### config.mk
export PLATFORM = sky130hd
export DESIGN_NAME = irc_result_fifo
export DESIGN_NICKNAME = d
export VERILOG_FILES = /design/src/sv/image_row_column_projection_unit_defines.svh /design/src/sv/irc_pkg.sv /design/src/sv/irc_result_fifo.sv
export SDC_FILE = /design/constraint.sdc
export NUM_CORES = 1
export LEC_CHECK = 0
export BUFFER_PORTS_ARGS = -buffer_cell sky130_fd_sc_hd__buf_2
export CORE_MARGIN = 2
export CORE_UTILIZATION = 45
export CTS_BUF_LIST = sky130_fd_sc_hd__clkbuf_8
export DETAILED_ROUTE_END_ITERATION = 10
export PLACE_DENSITY = 0.74
export SYNTH_ARGS = -nofsm -noshare
export SYNTH_HDL_FRONTEND = slang
export SYNTH_SLANG_ARGS = --single-unit
### constraint.sdc
create_clock -name i_clk -period 8.52 [get_ports i_clk]
set_input_delay 1.704 -clock i_clk [delete_from_list [all_inputs] [get_ports i_clk]]
set_output_delay 1.704 -clock i_clk [all_outputs]
set_load 0.02 [all_outputs]
### src/sv/image_row_column_projection_unit_defines.svh
// Assertion helpers for the projection unit
`ifndef IMAGE_ROW_COLUMN_PROJECTION_UNIT_DEFINES_SVH
`define IMAGE_ROW_COLUMN_PROJECTION_UNIT_DEFINES_SVH

// same-cycle implication, checked outside reset
`define IRC_ASSERT_NOW(label, ante, cons) \
    label: assert property (@(posedge i_clk) disable iff (!i_rst_n) (ante) |-> (cons)) \
        else $error("projection unit check failed");

// next-cycle implication, checked outside reset
`define IRC_ASSERT_NEXT(label, ante, cons) \
    label: assert property (@(posedge i_clk) disable iff (!i_rst_n) (ante) |=> (cons)) \
        else $error("projection unit check failed");

`endif

### src/sv/irc_pkg.sv
package irc_pkg;

    localparam int MAX_WIDTH_DEF = 4096;
    localparam int MAX_BANDS_DEF = 4;

    // result queue
    localparam int FIFO_DEPTH = 8;
    localparam int FIFO_PTR_W = $clog2(FIFO_DEPTH);
    localparam int FIFO_CNT_W = FIFO_PTR_W + 1;

    localparam int CFG_IDX_W  = 2;
    localparam int CFG_DATA_W = 16;

    typedef enum logic [CFG_IDX_W-1:0] {
        REG_IMAGE_WIDTH   = 2'd0,
        REG_IMAGE_HEIGHT  = 2'd1,
        REG_BAND_COUNT    = 2'd2,
        REG_SAMPLE_FORMAT = 2'd3
    } t_reg_index;

    typedef enum logic [1:0] {
        FMT_U8  = 2'd0,
        FMT_S8  = 2'd1,
        FMT_U16 = 2'd2,
        FMT_S16 = 2'd3
    } t_sample_format;

    typedef struct packed {
        logic        sum_kind;
        logic [15:0] line_index;
        logic [1:0]  band_index;
        logic [31:0] sum_value;
        logic        frame_last;
    } t_result;

    // up to two results per sample, column sum first
    typedef struct packed {
        logic    push0;
        t_result res0;
        logic    push1;
        t_result res1;
    } t_push;

    typedef struct packed {
        logic [FIFO_CNT_W-1:0] count;
    } t_fifo_status;

endpackage

### src/sv/irc_result_fifo.sv
module irc_result_fifo
    import irc_pkg::*;
(
    input  logic         i_clk,
    input  logic         i_rst_n,
    input  t_push        i_push,
    input  logic         i_out_ready,
    output logic         o_out_valid,
    output t_result      o_head,
    output t_fifo_status o_status
);

    t_result               r_mem [FIFO_DEPTH];
    logic [FIFO_PTR_W-1:0] r_wp;
    logic [FIFO_PTR_W-1:0] r_rp;
    logic [FIFO_CNT_W-1:0] r_cnt;
    logic [FIFO_PTR_W-1:0] n_wp;
    logic [FIFO_CNT_W-1:0] n_cnt;
    logic [1:0]            push_n;
    logic                  pop;

    assign pop    = (r_cnt != '0) && i_out_ready;
    assign push_n = {1'b0, i_push.push0} + {1'b0, i_push.push1};

    always_comb begin
        n_wp  = r_wp + FIFO_PTR_W'(push_n);
        n_cnt = r_cnt + FIFO_CNT_W'(push_n) - FIFO_CNT_W'(pop);
    end

    always_ff @(posedge i_clk) begin
        if (i_push.push0 && i_push.push1) begin
            r_mem[r_wp]                      <= i_push.res0;
            r_mem[r_wp + FIFO_PTR_W'(1)]     <= i_push.res1;
        end else if (i_push.push0) begin
            r_mem[r_wp] <= i_push.res0;
        end else if (i_push.push1) begin
            r_mem[r_wp] <= i_push.res1;
        end
    end

    always_ff @(posedge i_clk) begin
        if (!i_rst_n) begin
            r_wp  <= '0;
            r_rp  <= '0;
            r_cnt <= '0;
        end else begin
            r_wp  <= n_wp;
            r_cnt <= n_cnt;
            if (pop) begin
                r_rp <= r_rp + FIFO_PTR_W'(1);
            end
        end
    end

    assign o_out_valid    = (r_cnt != '0);
    assign o_head         = r_mem[r_rp];
    assign o_status.count = r_cnt;

endmodule

==> results.json, run 1 <==
{
  "run_status": "complete, no violations",
  "crit_required_ns": 6.82,
  "fmax_mhz": 198.8,
  "relSlewSlack": 0.2389,
  "ctsRootBufferMaster": "clkbuf_8",
  "viasPerCell": 5.785,
  "mostFrequentLayoutCells": "mux2_2 (520), edfxtp_1 (416), buf_2 (165), mux4_2 (104), clkbuf_8 (81)",
  "cts-buffers-inserted": 72,
  "cts_max_level": 3,
  "rsz0062_at_grt": "false",
  "ys_seq_area_frac": 0.5811,
  "design_area_um2": 24820,
  "ys.flop_type": "edfxtp_1",
  "dpl.hpwl_um": 28840,
  "powerDensity_nw_per_um2": 239.1,
  "fin_tns_setup_ns": 0,
  "syn_area_per_cell_um2": 18.08,
  "synth-async-reset-ratio": 0,
  "synth_top_area_frac": 0.5693,
  "area_growth_pct": 13.10,
  "cts_resized": 0,
  "drt_wl_total_um": 51870,
  "max_stage_delay_ns": 1.10,
  "post_cts_buffers": 0,
  "startpoint_type": "register",
  "final_common_cell": "mux2_2",
  "synth_area_um2": 21940,
  "post-synth-top-area-cell": "edfxtp_1",
  "firstDrtPassIters": 5,
  "slew_viol_final": 0,
  "ios": 166,
  "cts_max_path_buffers": 3,
  "vias": 11929,
  "holdWs_ns": 0.4971,
  "hold_viol_final": 0,
  "worstPathCellList": "buf_4 > mux4_2 > mux2_2 > buf_2",
  "finalPower_mw": 5.933,
  "grt_pass1_vias": 12862,
  "antenna_found_initial": 8,
  "grt_max_degree": 91,
  "ant_nets": 0,
  "grt_pass1_wl_um": 78140,
  "synth.area.top_cells": "edfxtp_1 (57%), mux2_2 (27%), mux4_2 (11%)",
  "skew_ns": 0.02056,
  "grt_usage": 0.2071,
  "crit_type": "reg -> out",
  "worst-path-buf-inv": 2,
  "yosysWarnings": 0,
  "tightest_slew_ns": 1.142,
  "die_area_um2": 50550,
  "critPathSlowestCell": "dfxtp_4",
  "cpLargestDelayFamily": "flip-flops",
  "synth_edf_count": 416,
  "synth_nets": 1337,
  "end_kind": "output pin",
  "layout.nets": 1516,
  "drc": 0,
  "ys_types": 37,
  "drt_iter0_markers": 832,
  "die_w_um": 224.8,
  "std_cell_rows": 80,
  "dp.cells": 1934,
  "die_h_um": 224.8,
  "setup_viol": 0,
  "portBuffers": 165,
  "clkTransAtPathRegs_ns": 0.06,
  "place_area_um2": 23470,
  "ys_ff_latch": 429,
  "post-route-period-util": 0.5903,
  "critPathArrivalTime_ns": 3.33,
  "cts_num_sinks": 429,
  "p_leak_nw": 8.243,
  "hold_path.class": "reg -> reg",
  "clkLatencyLatePin_ns": 0.62,
  "syn_inst": 1214,
  "crit_fanout": 67,
  "final_cell_count_no_fill": 2062,
  "initial_utilization": 0.4577,
  "min_period_ns": 5.029,
  "peakVddDrop_v": 0.0001579,
  "gp_congestion": 0.7211,
  "maxCapViolCount": 0,
  "wire_per_inst_um": 25.15,
  "cts_tree": "built",
  "cts_hold_buf": 0,
  "fill_cells": 3890,
  "grt_remaining_overflow": 0,
  "drive_above_1_share": 0.6364,
  "core_um2": 47950
}
## state kept, by name, indices dropped and copies added, names as in the netlist, named ones only
signal	flops
r_wp	3
r_mem	416
o_status	4
r_rp	3
## kinds of logic (layout without fill, tap and decap cells)
| logic type | after synthesis | in the layout | share of synthesized area |
|---|---|---|---|
| AND/OR/NAND/NOR | 35 | 35 | 0.009807 |
| adder cells (fa/ha/maj) | 14 | 14 | 0.008667 |
| buffers and inverters | 93 | 323 | 0.01899 |
| XOR/XNOR | 4 | 4 | 0.002794 |
| other | 0 | 3 | 0 |
| multiplexers | 628 | 628 | 0.3754 |
| flip-flops | 429 | 429 | 0.5811 |
| AO/OA/AOI/OAI | 11 | 11 | 0.003193 |
## Yosys cell counts (2+ instances only)
cell type	count
nor2_1	2
o21ai_0	3
ha_1	12
fa_1	2
mux2_2	520
nand2_1	8
dfxtp_1	13
nor3_4	2
o22ai_1	3
nor3b_1	2
and2_1	5
inv_1	13
mux4_2	104
clkbuf_1	23
edfxtp_1	416
nor2_2	2
nor2b_1	2
or2_2	2
buf_1	5
mux2i_1	4
nand2b_1	5
buf_2	51
## path summary, 6_finish.rpt
kind / from / end / slack [ns] / depth (start not counted)
setup reg to reg: r_wp[0] / r_mem[0][13] / 4.86 / 6
hold / removal: r_rp[1] / register / 0.50 / 2
hold reg to reg: r_rp[1] / register / 0.50 / 2
setup / recovery: register / o_head[16] / 3.49 / 4
## cell type report
type	instances	area (µm²)	area share
clock buffer	81	1115	0.04492
clock inverter	44	229.0	0.009226
multi-input combinational	692	8899	0.3586
timing repair buffer	185	988.4	0.03983
sequential	429	12760	0.5142
inverter	13	48.80	0.001966
tap	615	769.5	0.03101
antenna	3	7.507	0.0003025
## power breakdown
group / switching (mW) / internal [mW]
registers: 0.0833 / 2.59
clock network: 0.816 / 0.925
logic: 0.820 / 0.696
total: 1.72 / 4.21
## tightest hold or removal path: stages (launching register included)
cell	delay (ns)
dfxtp_1	0.32
nand2_1	0.05
mux2i_1	0.07
## layer usage
metal / GRT usage / vias to the layer above / wire length (µm)
met1: 0.2802 / 6226 / 22650
met3: 0.03945 / 72 / 2663
li1: - / 5320 / -
met4: 0.06110 / 12 / 932
met2: 0.3411 / 299 / 25530
met5: 0 / - / 83
## metrics by stage
| step | setup WS, ns | util |
|---|---|---|
| 3_3_place_gp | 3.845 | 0.4894 |
| 5_1_grt | 3.374 | 0.5175 |
| 3_5_place_dp | 3.835 | 0.4894 |
| 6_report | 3.491 | 0.5176 |
| 2_1_floorplan | 1.930 | - |
| 4_1_cts | 3.394 | 0.5175 |
Note: power is estimated with default switching activity, not from simulation.
==> inputs of run 2 (changes only) <==
Settings changed: PLACE_DENSITY 0.74 to 0.76.
Clock period 8.52 ns to 4.4 ns, I/O delays scaled along.
==> run 2 against run 1 <==
Worst setup slack lost 2.8 ns. Total power grew 91%. Via count grew 1.9%. First-iteration DRC count grew 9.3%. Die area is the same. Design area grew 0.80%. Clock skew grew 0.013 ns. Worst hold slack gained 0.017 ns.
==> results.json, run 2 (synthesized netlist as in run 1, its figures left out) <==
{
  "ant_nets": 0,
  "critPathArrivalTime_ns": 2.81,
  "crit_required_ns": 3.52,
  "cts_hold_buf": 0,
  "relSlewSlack": 0.3612,
  "initial_utilization": 0.4577,
  "wire_per_inst_um": 25.50,
  "fmax_mhz": 271.1,
  "die_h_um": 224.8,
  "ios": 166,
  "grt_remaining_overflow": 0,
  "startpoint_type": "register",
  "die_w_um": 224.8,
  "antenna_found_initial": 5,
  "tightest_slew_ns": 0.9583,
  "core_um2": 47950,
  "hold_path.class": "reg -> reg",
  "endpoint": "o_head[15]",
  "critPathSlowestCell": "dfxtp_4",
  "crit_fanout": 34,
  "ff2ff_setup_slack_ns": 1.35,
  "cts_resized": 0,
  "regMostFlops": "r_mem",
  "p_leak_nw": 8.288,
  "max_stage_delay_ns": 0.72,
  "portBuffers": 165,
  "final_common_cell": "mux2_2",
  "final_cell_count_no_fill": 2072,
  "grt_pass1_vias": 12993,
  "drive_above_1_share": 0.6389,
  "drc": 0,
  "dp.cells": 1947,
  "cts_max_level": 3,
  "worstPathCellList": "buf_12 > mux4_2 > mux2_2 > buf_2",
  "grt_max_degree": 53,
  "clkTransAtPathRegs_ns": 0.05,
  "run_status": "complete, no violations",
  "die_area_um2": 50550,
  "peakVddDrop_v": 0.0002722,
  "slew_viol_final": 0,
  "grt_usage": 0.2119,
  "layout.nets": 1530,
  "gp_congestion": 0.7327,
  "mostFrequentLayoutCells": "mux2_2 (520), edfxtp_1 (416), buf_2 (165), mux4_2 (104), clkbuf_8 (74)",
  "hold_viol_final": 0,
  "firstDrtPassIters": 5,
  "post_cts_buffers": 0,
  "cts-buffers-inserted": 73,
  "powerDensity_nw_per_um2": 453.5,
  "min_period_ns": 3.688,
  "setup_viol": 0,
  "viasPerCell": 5.866,
  "drt_iter0_markers": 909,
  "drt_wl_total_um": 52830,
  "cts_max_path_buffers": 3,
  "clkLatencyLatePin_ns": 0.63,
  "fin_tns_setup_ns": 0,
  "grt_pass1_wl_um": 79610,
  "vias": 12155,
  "maxCapViolCount": 0,
  "crit_type": "reg -> out",
  "rsz0062_at_grt": "false",
  "largest_reg_flops": 416,
  "regToRegEndpoint": "r_mem[5][26]",
  "post-route-period-util": 0.8382,
  "ctsRootBufferMaster": "clkbuf_8",
  "end_kind": "output pin",
  "r2r-start": "r_wp[0]",
  "std_cell_rows": 80,
  "skew_ns": 0.03388,
  "cts_tree": "built",
  "cts_num_sinks": 429,
  "dpl.hpwl_um": 30090,
  "rr_worst_depth": 5,
  "area_growth_pct": 14.00
}
run 2: cell types whose count changed in the layout (fill, tap and decap cells not counted), moves of 3 or more:
cell        previous run  this run
inv_1                 40        36
buf_4                 19        15
clkinv_1              11        15
clkinvlp_4             1         4
buf_12                 1        18
clkbuf_8              81        74
run 2: worst min path at each step:
stage	to	startpoint	slack [ns]	cells after the start
6_report	register	r_rp[2]	0.51	2
5_1_grt	register	r_rp[1]	0.54	2
4_1_cts	register	r_rp[1]	0.51	2
3_5_place_dp	register	r_rp[2]	0.50	2
3_3_place_gp	register	r_rp[1]	0.46	2
2_1_floorplan	register	r_rp[1]	0.45	2
run 2: routing by layer:
| layer | wire length [µm] | GRT usage | up-vias |
|---|---|---|---|
| li1 | - | - | 5341 |
| met1 | 22860 | 0.2900 | 6334 |
| met2 | 25470 | 0.3399 | 392 |
| met3 | 3380 | 0.04363 | 80 |
| met4 | 1065 | 0.06943 | 8 |
| met5 | 53 | 0 | - |
run 2: power by group:
part           leakage, nW  switching, mW  internal [mW]
clock network        0.705           1.57           1.56
logic                 3.66           1.61           1.41
registers             3.93          0.178           5.02
total                 8.29           3.36           7.98
run 2: cell type report:
class / count / area, µm²
Tap cell: 615 / 769.5
Inverter: 13 / 48.80
Clock inverter: 48 / 212.7
Clock buffer: 74 / 1018
Antenna cell: 3 / 7.507
Timing Repair Buffer: 198 / 1299
Multi-Input combinational cell: 692 / 8899
Sequential cell: 429 / 12760
Fill cell: 3824 / 22930
run 2: critical path: cells and delay by family (launching register included):
kind	cells	cell delay (ns)
flops	1	0.72
buf+inv	2	0.54
mux	2	0.88
run 2: metrics by stage:
stage	utilization	power, mW	instance area, µm²	hold WS [ns]	worst slack, ns
6_report	0.5217	11.35	25020	0.5139	0.7120
5_1_grt	0.5216	11.84	25010	0.5356	0.5415
4_1_cts	0.5216	11.48	25010	0.5111	0.6106
3_5_place_dp	0.4959	8.327	23780	0.4995	1.075
3_3_place_gp	0.4959	8.259	23780	0.4623	1.143
2_1_floorplan	-	7.317	21950	0.4539	-1.213
==> inputs of run 3 (changes only) <==
Clock period 4.4 ns to 3.1 ns, I/O delays scaled along.
==> run 3 against run 2 <==
Die area is the same. Design area grew 1.7%. Final cell count grew 1.2%. Count of clock-buffer cells in the layout grew 4. First-iteration DRC count grew 0.88%. Flip-flop and latch count is the same. Worst hold slack lost 0.18 ns. Wire length grew 0.13%. Total power grew 46%. Non-clock buffer count grew 16. Critical path depth is the same.
==> results.json, run 3 (synthesized netlist as in run 1, its figures left out) <==
{
  "critPathSlowestCell": "mux4_2",
  "gr-usage-met3": 0.04455,
  "die_h_um": 224.8,
  "grt_pass1_wl_um": 79450,
  "gp_congestion": 0.7299,
  "core_um2": 47950,
  "crit_required_ns": 2.48,
  "firstDrtPassIters": 5,
  "skew_ns": 0.02108,
  "maxCapViolCount": 0,
  "worstPathCellList": "buf_16 > mux4_2 > mux2_2 > buf_2",
  "cts_max_path_buffers": 3,
  "final_common_cell": "mux2_2",
  "drt_iter0_markers": 917,
  "fin_tns_setup_ns": 0,
  "std_cell_rows": 80,
  "drt_wl_total_um": 52900,
  "wire_per_inst_um": 25.22,
  "clkTransAtPathRegs_ns": 0.06,
  "regMostFlops": "r_mem",
  "rsz0062_at_grt": "true",
  "die_w_um": 224.8,
  "r2r-start": "r_wp[0]",
  "ios": 166,
  "num_antenna_cells": 0,
  "tightest_slew_ns": 0.9704,
  "die_area_um2": 50550,
  "cts_hold_buf": 0,
  "fmax_mhz": 330.8,
  "grt_pass1_vias": 12966,
  "mostFrequentLayoutCells": "mux2_2 (514), edfxtp_1 (416), buf_2 (156), mux4_2 (104), clkbuf_8 (78)",
  "finalPower_mw": 16.55,
  "grt_remaining_overflow": 0,
  "regToRegEndpoint": "r_mem[1][17]",
  "finalCoreUtilization": 0.5305,
  "dpl.hpwl_um": 30600,
  "ctsRootBufferMaster": "clkbuf_8",
  "initial_utilization": 0.4577,
  "crit_type": "reg -> out",
  "clkLatencyLatePin_ns": 0.63,
  "hold_path.class": "in -> reg",
  "antenna_found_initial": 4,
  "cts_num_sinks": 429,
  "grt_max_degree": 53,
  "p_leak_nw": 8.524,
  "crit_fanout": 35,
  "critPathArrivalTime_ns": 2.40,
  "viasPerCell": 5.849,
  "largest_reg_flops": 416,
  "cts_max_level": 3,
  "worst-path-buf-inv": 2,
  "cpLargestDelayFamily": "multiplexers",
  "ff2ff_setup_slack_ns": 0.49,
  "min_to": "o_status[3]",
  "drc": 0,
  "rr_worst_depth": 5,
  "globalRouteMet1Util": 0.2883,
  "max_stage_delay_ns": 0.55,
  "setup_viol": 0,
  "cts-buffers-inserted": 73,
  "portBuffers": 165,
  "min_period_ns": 3.023,
  "drive_above_1_share": 0.6444,
  "powerDensity_nw_per_um2": 650.5,
  "relSlewSlack": 0.3530,
  "startpoint_type": "register",
  "end_kind": "output pin",
  "peakVddDrop_v": 0.0004596,
  "post-route-period-util": 0.9751,
  "busiest_layer": "met2",
  "holdWs_ns": 0.3335,
  "hold_path_depth": 3,
  "slew_viol_final": 0,
  "ant_nets": 0,
  "hold_viol_final": 0,
  "min_from": "i_rst_n",
  "run_status": "complete, no violations",
  "met2_usage": 0.3425,
  "cts_tree": "built",
  "vias": 12265,
  "area_growth_pct": 15.91,
  "grt_usage": 0.2113,
  "layout.nets": 1546
}
## run 3: what timing repair did
item	in CTS	in global routing
resized for setup	4	20
setup buffers	2	3
endpoints found under the setup margin	30	20
## run 3: area by class of cell
type,instances,area [µm²]
Clock inverter,56,249.0
Multi-Input combinational cell,692,8934
Fill cell,3790,22510
Timing Repair Buffer,214,1599
Inverter,13,48.80
Sequential cell,429,12760
Clock buffer,78,1074
Tap cell,615,769.5
## run 3: layer usage
metal	part of all wire	routed length (µm)	vias up
met5	0.00074	39	-
met4	0.020	1040	6
met3	0.060	3163	92
met2	0.49	25660	385
met1	0.43	23000	6397
li1	-	-	5385
## run 3: how the worst max path moves through the flow
| stage | start | slack [ns] | cells past startpoint | to |
|---|---|---|---|---|
| 2_1_floorplan | i_push[52] | -0.99 | 4 | r_mem[6][0] |
| 3_3_place_gp | i_push[52] | 0.30 | 6 | r_mem[0][34] |
| 3_5_place_dp | i_push[52] | 0.28 | 6 | r_mem[0][36] |
| 4_1_cts | register | 0.009 | 4 | o_head[14] |
| 5_1_grt | register | -0.02 | 4 | o_head[3] |
| 6_report | register | 0.08 | 4 | o_head[11] |
## run 3: worst register-to-register path: cells and delay by family (launching register included)
kind                       cells  cell delay [ns]
AOI/OAI and AO/OA              1             0.31
adders and majority gates      1             0.41
buffers and inverters          1             0.29
DFF                            1             0.56
and+or+nand+nor                2             0.72
## run 3: metrics by stage
stage	std cells	setup slack [ns]	area (µm²)
final	2097	0.07733	25430
after global routing	2097	-0.02079	25430
after CTS	2094	0.009329	25340
after detailed placement	1958	0.2838	23970
after global placement	1958	0.2979	23970
after floorplan	1214	-0.9926	21960
## run 3: power by group
group / switching [mW] / internal [mW]
Combinational: 2.42 / 2.17
Sequential: 0.167 / 7.12
Clock: 2.33 / 2.34
